## src/rtl/core/sgm_pkg.sv

```systemverilog
package sgm_pkg;

    localparam int PIX_W   = 8;
    localparam int SUM_W   = 10;
    localparam int RAD_W   = 22;
    localparam int MAG_W   = 11;
    localparam int ROW_W   = 10;
    localparam int OUT_C_W = 10;
    localparam int CFG_W   = 11;
    localparam int HEIGHT_LIMIT = 1024;
    localparam int NRES    = 4;

    localparam logic REG_WIDTH  = 1'b0;
    localparam logic REG_HEIGHT = 1'b1;

    typedef enum logic [2:0] {
        ST_IDLE,
        ST_READ,
        ST_GRAD,
        ST_SQUARE,
        ST_ROOT,
        ST_OUT
    } state_t;

    // line store access from the sequencer
    typedef struct packed {
        logic rd_en;
        logic wr_en;
    } ls_ctrl_t;

    // 1-2-1 weighted sum
    function automatic logic [SUM_W-1:0] wsum(
        input logic [PIX_W-1:0] a,
        input logic [PIX_W-1:0] b,
        input logic [PIX_W-1:0] c
    );
        return {2'b00, a} + {1'b0, b, 1'b0} + {2'b00, c};
    endfunction

    function automatic logic [SUM_W-1:0] absdiff(
        input logic [SUM_W-1:0] a,
        input logic [SUM_W-1:0] b
    );
        return (a > b) ? a - b : b - a;
    endfunction

endpackage

```

## src/rtl/core/sgm_isqrt.sv

```systemverilog
module sgm_isqrt (
    input  logic                        clk,
    input  logic                        rst_n,
    input  logic                        start,
    input  logic [sgm_pkg::RAD_W-1:0]   radicand,
    output logic                        done,
    output logic [sgm_pkg::MAG_W-1:0]   root
);

    localparam int REM_W = sgm_pkg::MAG_W + 3;

    logic [sgm_pkg::RAD_W-1:0] rad_reg, rad_next;
    logic [REM_W-1:0]          rem_reg, rem_next;
    logic [sgm_pkg::MAG_W-1:0] root_reg, root_next;
    logic [3:0]                cnt_reg, cnt_next;
    logic                      busy_reg, busy_next;
    logic                      done_reg, done_next;
    logic [REM_W-1:0]          rem_sh;
    logic [REM_W-1:0]          trial;

    // two radicand bits per step, one root bit
    always_comb
    begin
        rem_sh    = {rem_reg[REM_W-3:0], rad_reg[sgm_pkg::RAD_W-1 -: 2]};
        trial     = {1'b0, root_reg, 2'b01};
        rad_next  = rad_reg;
        rem_next  = rem_reg;
        root_next = root_reg;
        cnt_next  = cnt_reg;
        busy_next = busy_reg;
        done_next = 1'b0;
        if (start)
        begin
            rad_next  = radicand;
            rem_next  = '0;
            root_next = '0;
            cnt_next  = '0;
            busy_next = 1'b1;
        end
        else if (busy_reg)
        begin
            rad_next = {rad_reg[sgm_pkg::RAD_W-3:0], 2'b00};
            if (rem_sh >= trial)
            begin
                rem_next  = rem_sh - trial;
                root_next = {root_reg[sgm_pkg::MAG_W-2:0], 1'b1};
            end
            else
            begin
                rem_next  = rem_sh;
                root_next = {root_reg[sgm_pkg::MAG_W-2:0], 1'b0};
            end
            cnt_next = cnt_reg + 4'd1;
            if (cnt_reg == 4'(sgm_pkg::MAG_W - 1))
            begin
                busy_next = 1'b0;
                done_next = 1'b1;
            end
        end
    end

    always_ff @(posedge clk or negedge rst_n)
    begin
        if (!rst_n)
        begin
            busy_reg <= 1'b0;
            done_reg <= 1'b0;
            cnt_reg  <= '0;
        end
        else
        begin
            busy_reg <= busy_next;
            done_reg <= done_next;
            cnt_reg  <= cnt_next;
        end
    end

    always_ff @(posedge clk)
    begin
        rad_reg  <= rad_next;
        rem_reg  <= rem_next;
        root_reg <= root_next;
    end

    assign done = done_reg;
    assign root = root_reg;

endmodule

```

## config.mk

```make
export PLATFORM = sky130hd
export DESIGN_NAME = sgm_isqrt
export DESIGN_NICKNAME = d
export VERILOG_FILES = /design/src/rtl/core/sgm_pkg.sv /design/src/rtl/core/sgm_isqrt.sv
export SDC_FILE = /design/constraint.sdc
export NUM_CORES = 1
export LEC_CHECK = 0
export ABC_CLOCK_PERIOD_IN_PS = 2400
export CAP_MARGIN = 40
export CORE_MARGIN = 8
export CORE_UTILIZATION = 50
export DETAILED_ROUTE_END_ITERATION = 12
export DONT_BUFFER_PORTS = 1
export PLACE_DENSITY = 0.62
export SLEW_MARGIN = 25
export SYNTH_ARGS = -nofsm -noshare
export SYNTH_HDL_FRONTEND = slang
export SYNTH_SLANG_ARGS = --single-unit
export TNS_END_PERCENT = 5
```

## constraint.sdc

```tcl
create_clock -name clk -period 2.4 [get_ports clk]
set_input_delay 0.36 -clock clk [delete_from_list [all_inputs] [get_ports clk]]
set_output_delay 0.36 -clock clk [all_outputs]
set_load 0.02 [all_outputs]
```

==> results_dict.tcl, run 1 <==
set metrics [dict create \
    status "complete, no violations" \
    leakagePower_nw 1.26 \
    hold_ws_ps 121 \
    max_freq_mhz 451 \
    grt_pass1_vias 1749 \
    clock-skew-final_ps 3.32 \
    start_util_pct 50.6 \
    grt_use_met2_pct 20.0 \
    io_pins 37 \
    dpl_cell_area_um2 2870 \
    place.gp.congestion 0.800 \
    fin_crit_ps 2220 \
    fin_setup_tns_ps 0 \
    rsz0062_at_grt "no" \
    num_antenna_cells 0 \
    grt_usage_pct 12.8 \
    cpPeakStageDelay_ps 420 \
    grt_pass1_wl_um 8560 \
    clkTransAtPathRegs_ps 100 \
    endpoint_kind "register" \
    yosys_warnings 0 \
    layout.nets 300 \
    worstPathMaxFanout 21 \
    grt_max_degree 59 \
    routedWlPerCell_um 15.4 \
    yosysSeqAreaShare_pct 46.5 \
    dr.pass1.iters 4 \
    area_delta_synth_final_pct 8.60 \
    cp_data_required_time_ps 2620 \
    layout-drive-gt1-share_pct 19.9 \
    die_w_um 90.0 \
    drc 0 \
    numCtsBuffers 5 \
    nFillCells 488 \
    die-area_um2 8090 \
    clockBufferDepth 2 \
    setup_slack_ps 181 \
    largest_reg_flops 22 \
    crit_family "compound AO/OA/AOI/OAI gates" \
    clkLatencyLatePin_ps 300 \
    synth_top_cell_area_share_pct 24.2 \
    via_count 1799 \
    place_hpwl_um 3580 \
    worst_pin_slew_ps 583 \
    synthArstFlopShare_pct 11.8 \
    fp.coreArea_um2 5410 \
    startpoint_type "register" \
    use_met3_pct 4.16 \
    cap_violations 0 \
    period_share_pct 92.5 \
    die_h_um 90.0 \
    ir_worst_vdd_v 0.000452 \
    row_count 27 \
    busiest_layer "met2" \
    wirelength_um 5140 \
    io_buffer_count 0 \
    hp-class "input port to register" \
    cp.arrival_ps 2440 \
    cts_tree "done" \
    power_mw 3.10 \
    yosysTopAreaCell "edfxtp_1" \
    viasPerCell 5.40 \
    clock_sinks 51 \
    maxSlewViolCount 0 \
    relSlewSlack_pct 61.1 \
    place_ws_ps 134 \
    synth_edf_count 22 \
    setup_viol 0 \
    htreeDepth 2 \
    gr-total-overflow 0 \
    grt_use_met1_pct 16.2 \
    drt_iter0_markers 89 \
    power.density_nw_per_um2 1040 \
    grt_antenna_before_repair 0 \
    crit_path_top_delay_cell "a2111oi_2" \
    path_cells "inv_1 -> ha_1 -> a21oi_1 -> o21ai_1 -> a2111oi_2 -> nand2_4 -> mux2i_1 -> a211oi_1" \
    ff2ff_setup_slack_ps 180 \
    path_class "register to register" \
    path_buf_inv 1 \
    syn_inst 251 \
    final_area_um2 2970 \
    yosys_register_bits 51 \
    hold_viol 0 \
    synth-main-ff-cell "dfxtp_1" \
    synth_cell_types 50 \
    antenna_left 0 \
    synthesis.area_um2 2740 \
    synthTopCellsByArea "edfxtp_1 24%, dfxtp_1 17%, mux2_2 8.2%" \
    syn_nets 291 \
    cts-root-buf "clkbuf_8" \
    syn_avg_cell_area_um2 10.9 \
]
[final cells by class]
class                           instances  area [um2]  area share (%)
Multi-Input combinational cell        171        1350            45.4
Clock inverter                          3        20.0           0.674
Sequential cell                        51        1270            42.8
Clock buffer                            5        68.8            2.32
Timing Repair Buffer                   14         108            3.62
Inverter                               17        63.8            2.15
Tap cell                               72        90.1            3.03
[final timing paths]
path                       cells past startpoint        from          to
hold / removal                                 1       start  cnt_reg[0]
setup / recovery                               8     root[5]  rem_reg[4]
min in group asynchronous                      1       rst_n  cnt_reg[1]
hold reg to reg                                2  rem_reg[9]  rem_reg[9]
max in group asynchronous                      1       rst_n    busy_reg
setup reg to reg                               8     root[5]  rem_reg[4]
[cells in the final DEF (no fill, tap or decap), drive strengths merged, types with 4 or more instances in the layout]
master  instances
nor2           28
mux2i          16
nand2b          4
xnor2           8
dfxtp          23
o31ai           4
inv            17
or3b            4
mux2           20
xor2            4
dfrtp           6
edfxtp         22
ha             15
buf            13
nand2          10
a21oi          10
a31o            4
clkbuf          5
a211oi          4
o21ai           4
[kinds of logic after synthesis]
group           after synthesis  synth area share [%]
fa+ha+maj                    15                  6.86
compound gates               43                  12.2
flops                        51                  46.5
xor+xnor                     12                  3.84
buf+inv                      29                  4.39
mux                          36                  14.1
simple gates                 65                  12.1
[power breakdown]
part,switching (mW),leakage [nW],internal (mW)
clock,0.296,0.0418,0.204
sequential,0.0876,0.502,1.05
combinational,0.773,0.718,0.689
[what timing repair did]
item / CTS / global route
setup endpoints to repair: 0 / 8
hold buffers: 1 / 0
buffers inserted: 0 / 0
gates resized for setup: 0 / 1
endpoints found under the hold margin: 6 / 0
[Yosys cell counts, types with 3 or more instances]
cell type   n
buf_2       3
nand2_1     9
inv_1      17
mux2i_1    16
nand2b_1    4
a31o_1      4
buf_1       3
dfxtp_1    23
a211oi_1    4
nor2_1     28
nor3b_1     3
clkbuf_1    5
nor3_1      3
mux2_2     20
o31ai_2     4
edfxtp_1   22
xor2_1      4
xnor2_1     8
a21oi_1    10
ha_1       15
or3b_2      4
dfrtp_1     6
[metal layers]
layer  part of all wire [%]  up-vias
li1                       -      913
met1                     48      848
met2                     46       30
met3                    4.5        8
met4                    1.5        0
met5                      0        -
[stage by stage]
stage / util (%) / instances
after floorplan: - / 251
after global placement: 53.0 / 324
after detailed placement: 53.0 / 324
after CTS: 54.9 / 333
after global routing: 55.0 / 333
final: 55.0 / 333
Note: power is estimated with default switching activity, not from simulation.
==> run 2: changes to the inputs <==
--- a/config.mk
+++ b/config.mk
@@ -12,6 +12,7 @@
 export DETAILED_ROUTE_END_ITERATION = 12
 export DONT_BUFFER_PORTS = 1
 export PLACE_DENSITY = 0.62
+export RECOVER_POWER = 25
 export SLEW_MARGIN = 25
 export SYNTH_ARGS = -nofsm -noshare
 export SYNTH_HDL_FRONTEND = slang
==> constraint.sdc (replaced) <==
create_clock -name clk -period 2.4 [get_ports clk]
set_input_delay 0.12 -clock clk [delete_from_list [all_inputs] [get_ports clk]]
set_output_delay 0.12 -clock clk [all_outputs]
set_load 0.02 [all_outputs]
==> run 2 against run 1 <==
Net effect: final area rose by 1.1%; critical path depth did not move; core utilization rose by 0.58 points; clock skew fell by 0.96 ps; clock power fell by 0.8%; power rose by 0.37%; sequential power barely moved; via count rose by 0.72%; global-route usage rose by 0.23 points; non-clock buffer count rose by 3; critical path type unchanged.
==> results_dict.tcl, run 2 (synthesis results as in run 1) <==
set metrics [dict create \
    fin_setup_tns_ps 0 \
    dp.cells 324 \
    place_hpwl_um 3580 \
    reg2reg_depth 8 \
    final_util_pct 55.5 \
    cts-root-buf "clkbuf_8" \
    multi_input_area_um2 1350 \
    hold_depth 1 \
    clock-skew-final_ps 2.37 \
    regArea_um2 1270 \
    num_antenna_cells 0 \
    layout-drive-gt1-share_pct 20.1 \
    fp.coreArea_um2 5410 \
    leakagePower_nw 1.28 \
    worst_pin_slew_ps 567 \
    antenna_left 0 \
    power.density_nw_per_um2 1040 \
    hold_ws_ps 18.3 \
    status "complete, no violations" \
    die-area_um2 8090 \
    routedWlPerCell_um 15.4 \
    max_freq_mhz 451 \
    die_w_um 90.0 \
    hold_viol 0 \
    die_h_um 90.0 \
    start_util_pct 50.6 \
    grt_antenna_before_repair 0 \
    final_cell_mix "28 x nor2_1, 23 x dfxtp_1, 22 x edfxtp_1, 20 x mux2_2, 17 x inv_1" \
    row_count 27 \
    layout.nets 303 \
    setup_viol 0 \
    maxSlewViolCount 0 \
    ir_worst_vdd_v 0.000449 \
    clkLatencyLatePin_ps 300 \
    swShare_pct 37.4 \
    period_share_pct 92.4 \
    drt_iter0_markers 74 \
    dr.pass1.iters 4 \
    gr-total-overflow 0 \
    layout_commonest_cell "nor2_1" \
    cap_violations 0 \
    drc 0 \
    cp.arrival_ps 2430 \
    clkTransAtPathRegs_ps 90 \
    hold_path.startpoint "radicand[1]" \
    crit_family "compound AO/OA/AOI/OAI gates" \
    startpoint_type "register" \
    path_class "register to register" \
    clockBufferDepth 2 \
    r2r_start "root[5]" \
    cp-startpoint "root[5]" \
    place.gp.congestion 0.800 \
    cp_data_required_time_ps 2620 \
    final_area_um2 3000 \
    numCtsBuffers 5 \
    io_pins 37 \
    crit_cells 8 \
    grt_usage_pct 13.0 \
    path_cells "inv_1 -> ha_1 -> a21oi_1 -> o21ai_1 -> a2111oi_2 -> nand2_4 -> mux2i_1 -> a211oi_1" \
    dpl_cell_area_um2 2870 \
    nFillCells 486 \
    endpoint_kind "register" \
    p_comb_share_pct 47.4 \
    via_count 1812 \
    clock_sinks 51 \
    rsz0062_at_grt "no" \
    hp-class "input port to register" \
    power.share.sequential_pct 36.6 \
    grt_pass1_vias 1768 \
    io_buffer_count 0 \
    grt_pass1_wl_um 8670 \
    p_sw_mw 1.16 \
    largest_reg_flops 22 \
    p_int_mw 1.95 \
    relSlewSlack_pct 62.2 \
    worstPathMaxFanout 21 \
    crit_path_top_delay_cell "a2111oi_2" \
    wirelength_um 5190 \
    viasPerCell 5.39 \
    cpPeakStageDelay_ps 430 \
    instances_no_fill 336 \
    clockPowerShare_pct 15.9 \
    area_delta_synth_final_pct 9.74 \
    htreeDepth 2 \
    path_buf_inv 1 \
    cts_tree "done" \
    fin_crit_ps 2220 \
    grt_max_degree 37 \
]
-- run 2: metal layers --
layer | track usage [%] | vias up | part of all wire [%]
li1 | - | 919 | -
met1 | 16.9 | 865 | 48
met2 | 20.1 | 22 | 47
met3 | 3.91 | 6 | 4.1
met4 | 4.30 | 0 | 1.2
met5 | 0 | - | 0
-- run 2: per-stage QoR --
stage,power [mW],worst slack (ps)
6_report,3.11,183
5_1_grt,3.34,6.90
4_1_cts,3.12,100
3_5_place_dp,2.60,134
3_3_place_gp,2.60,225
2_1_floorplan,2.39,297
-- run 2: layout make-up --
cell class / count / share of cell area (%)
clock buffers: 5 / 2.29
clock inverters: 3 / 0.667
inverters: 17 / 2.13
multi-input cells: 171 / 44.9
flip-flops and latches: 51 / 42.4
well taps: 72 / 3.00
repair buffers: 17 / 4.63
-- run 2: what timing repair did --
item                                    CTS  global route
endpoints found under the setup margin    0             8
buffers inserted                          0             0
resized for setup                         0             1
endpoints found under the hold margin    29             1
hold buffers                              2             1
-- run 2: path summary, 6_finish.rpt --
| path | endpoint | slack [ps] |
|---|---|---|
| worst max-delay path | rem_reg[4] | 180 |
| worst min-delay path | rad_reg[1] | 20 |
| worst max register to register | rem_reg[4] | 180 |
| worst min register to register | rem_reg[9] | 520 |
| max in group asynchronous | busy_reg | 2070 |
| min in group asynchronous | cnt_reg[1] | 120 |
-- run 2: power by group through the flow --
| stage | logic, mW | clock network, mW | registers, mW |
|---|---|---|---|
| after detailed placement | 1.44 | 0 | 1.16 |
| after global placement | 1.44 | 0 | 1.16 |
| after CTS | 1.46 | 0.518 | 1.14 |
| after global routing | 1.63 | 0.550 | 1.16 |
| after floorplan | 1.24 | 0 | 1.15 |
| final | 1.48 | 0.496 | 1.14 |
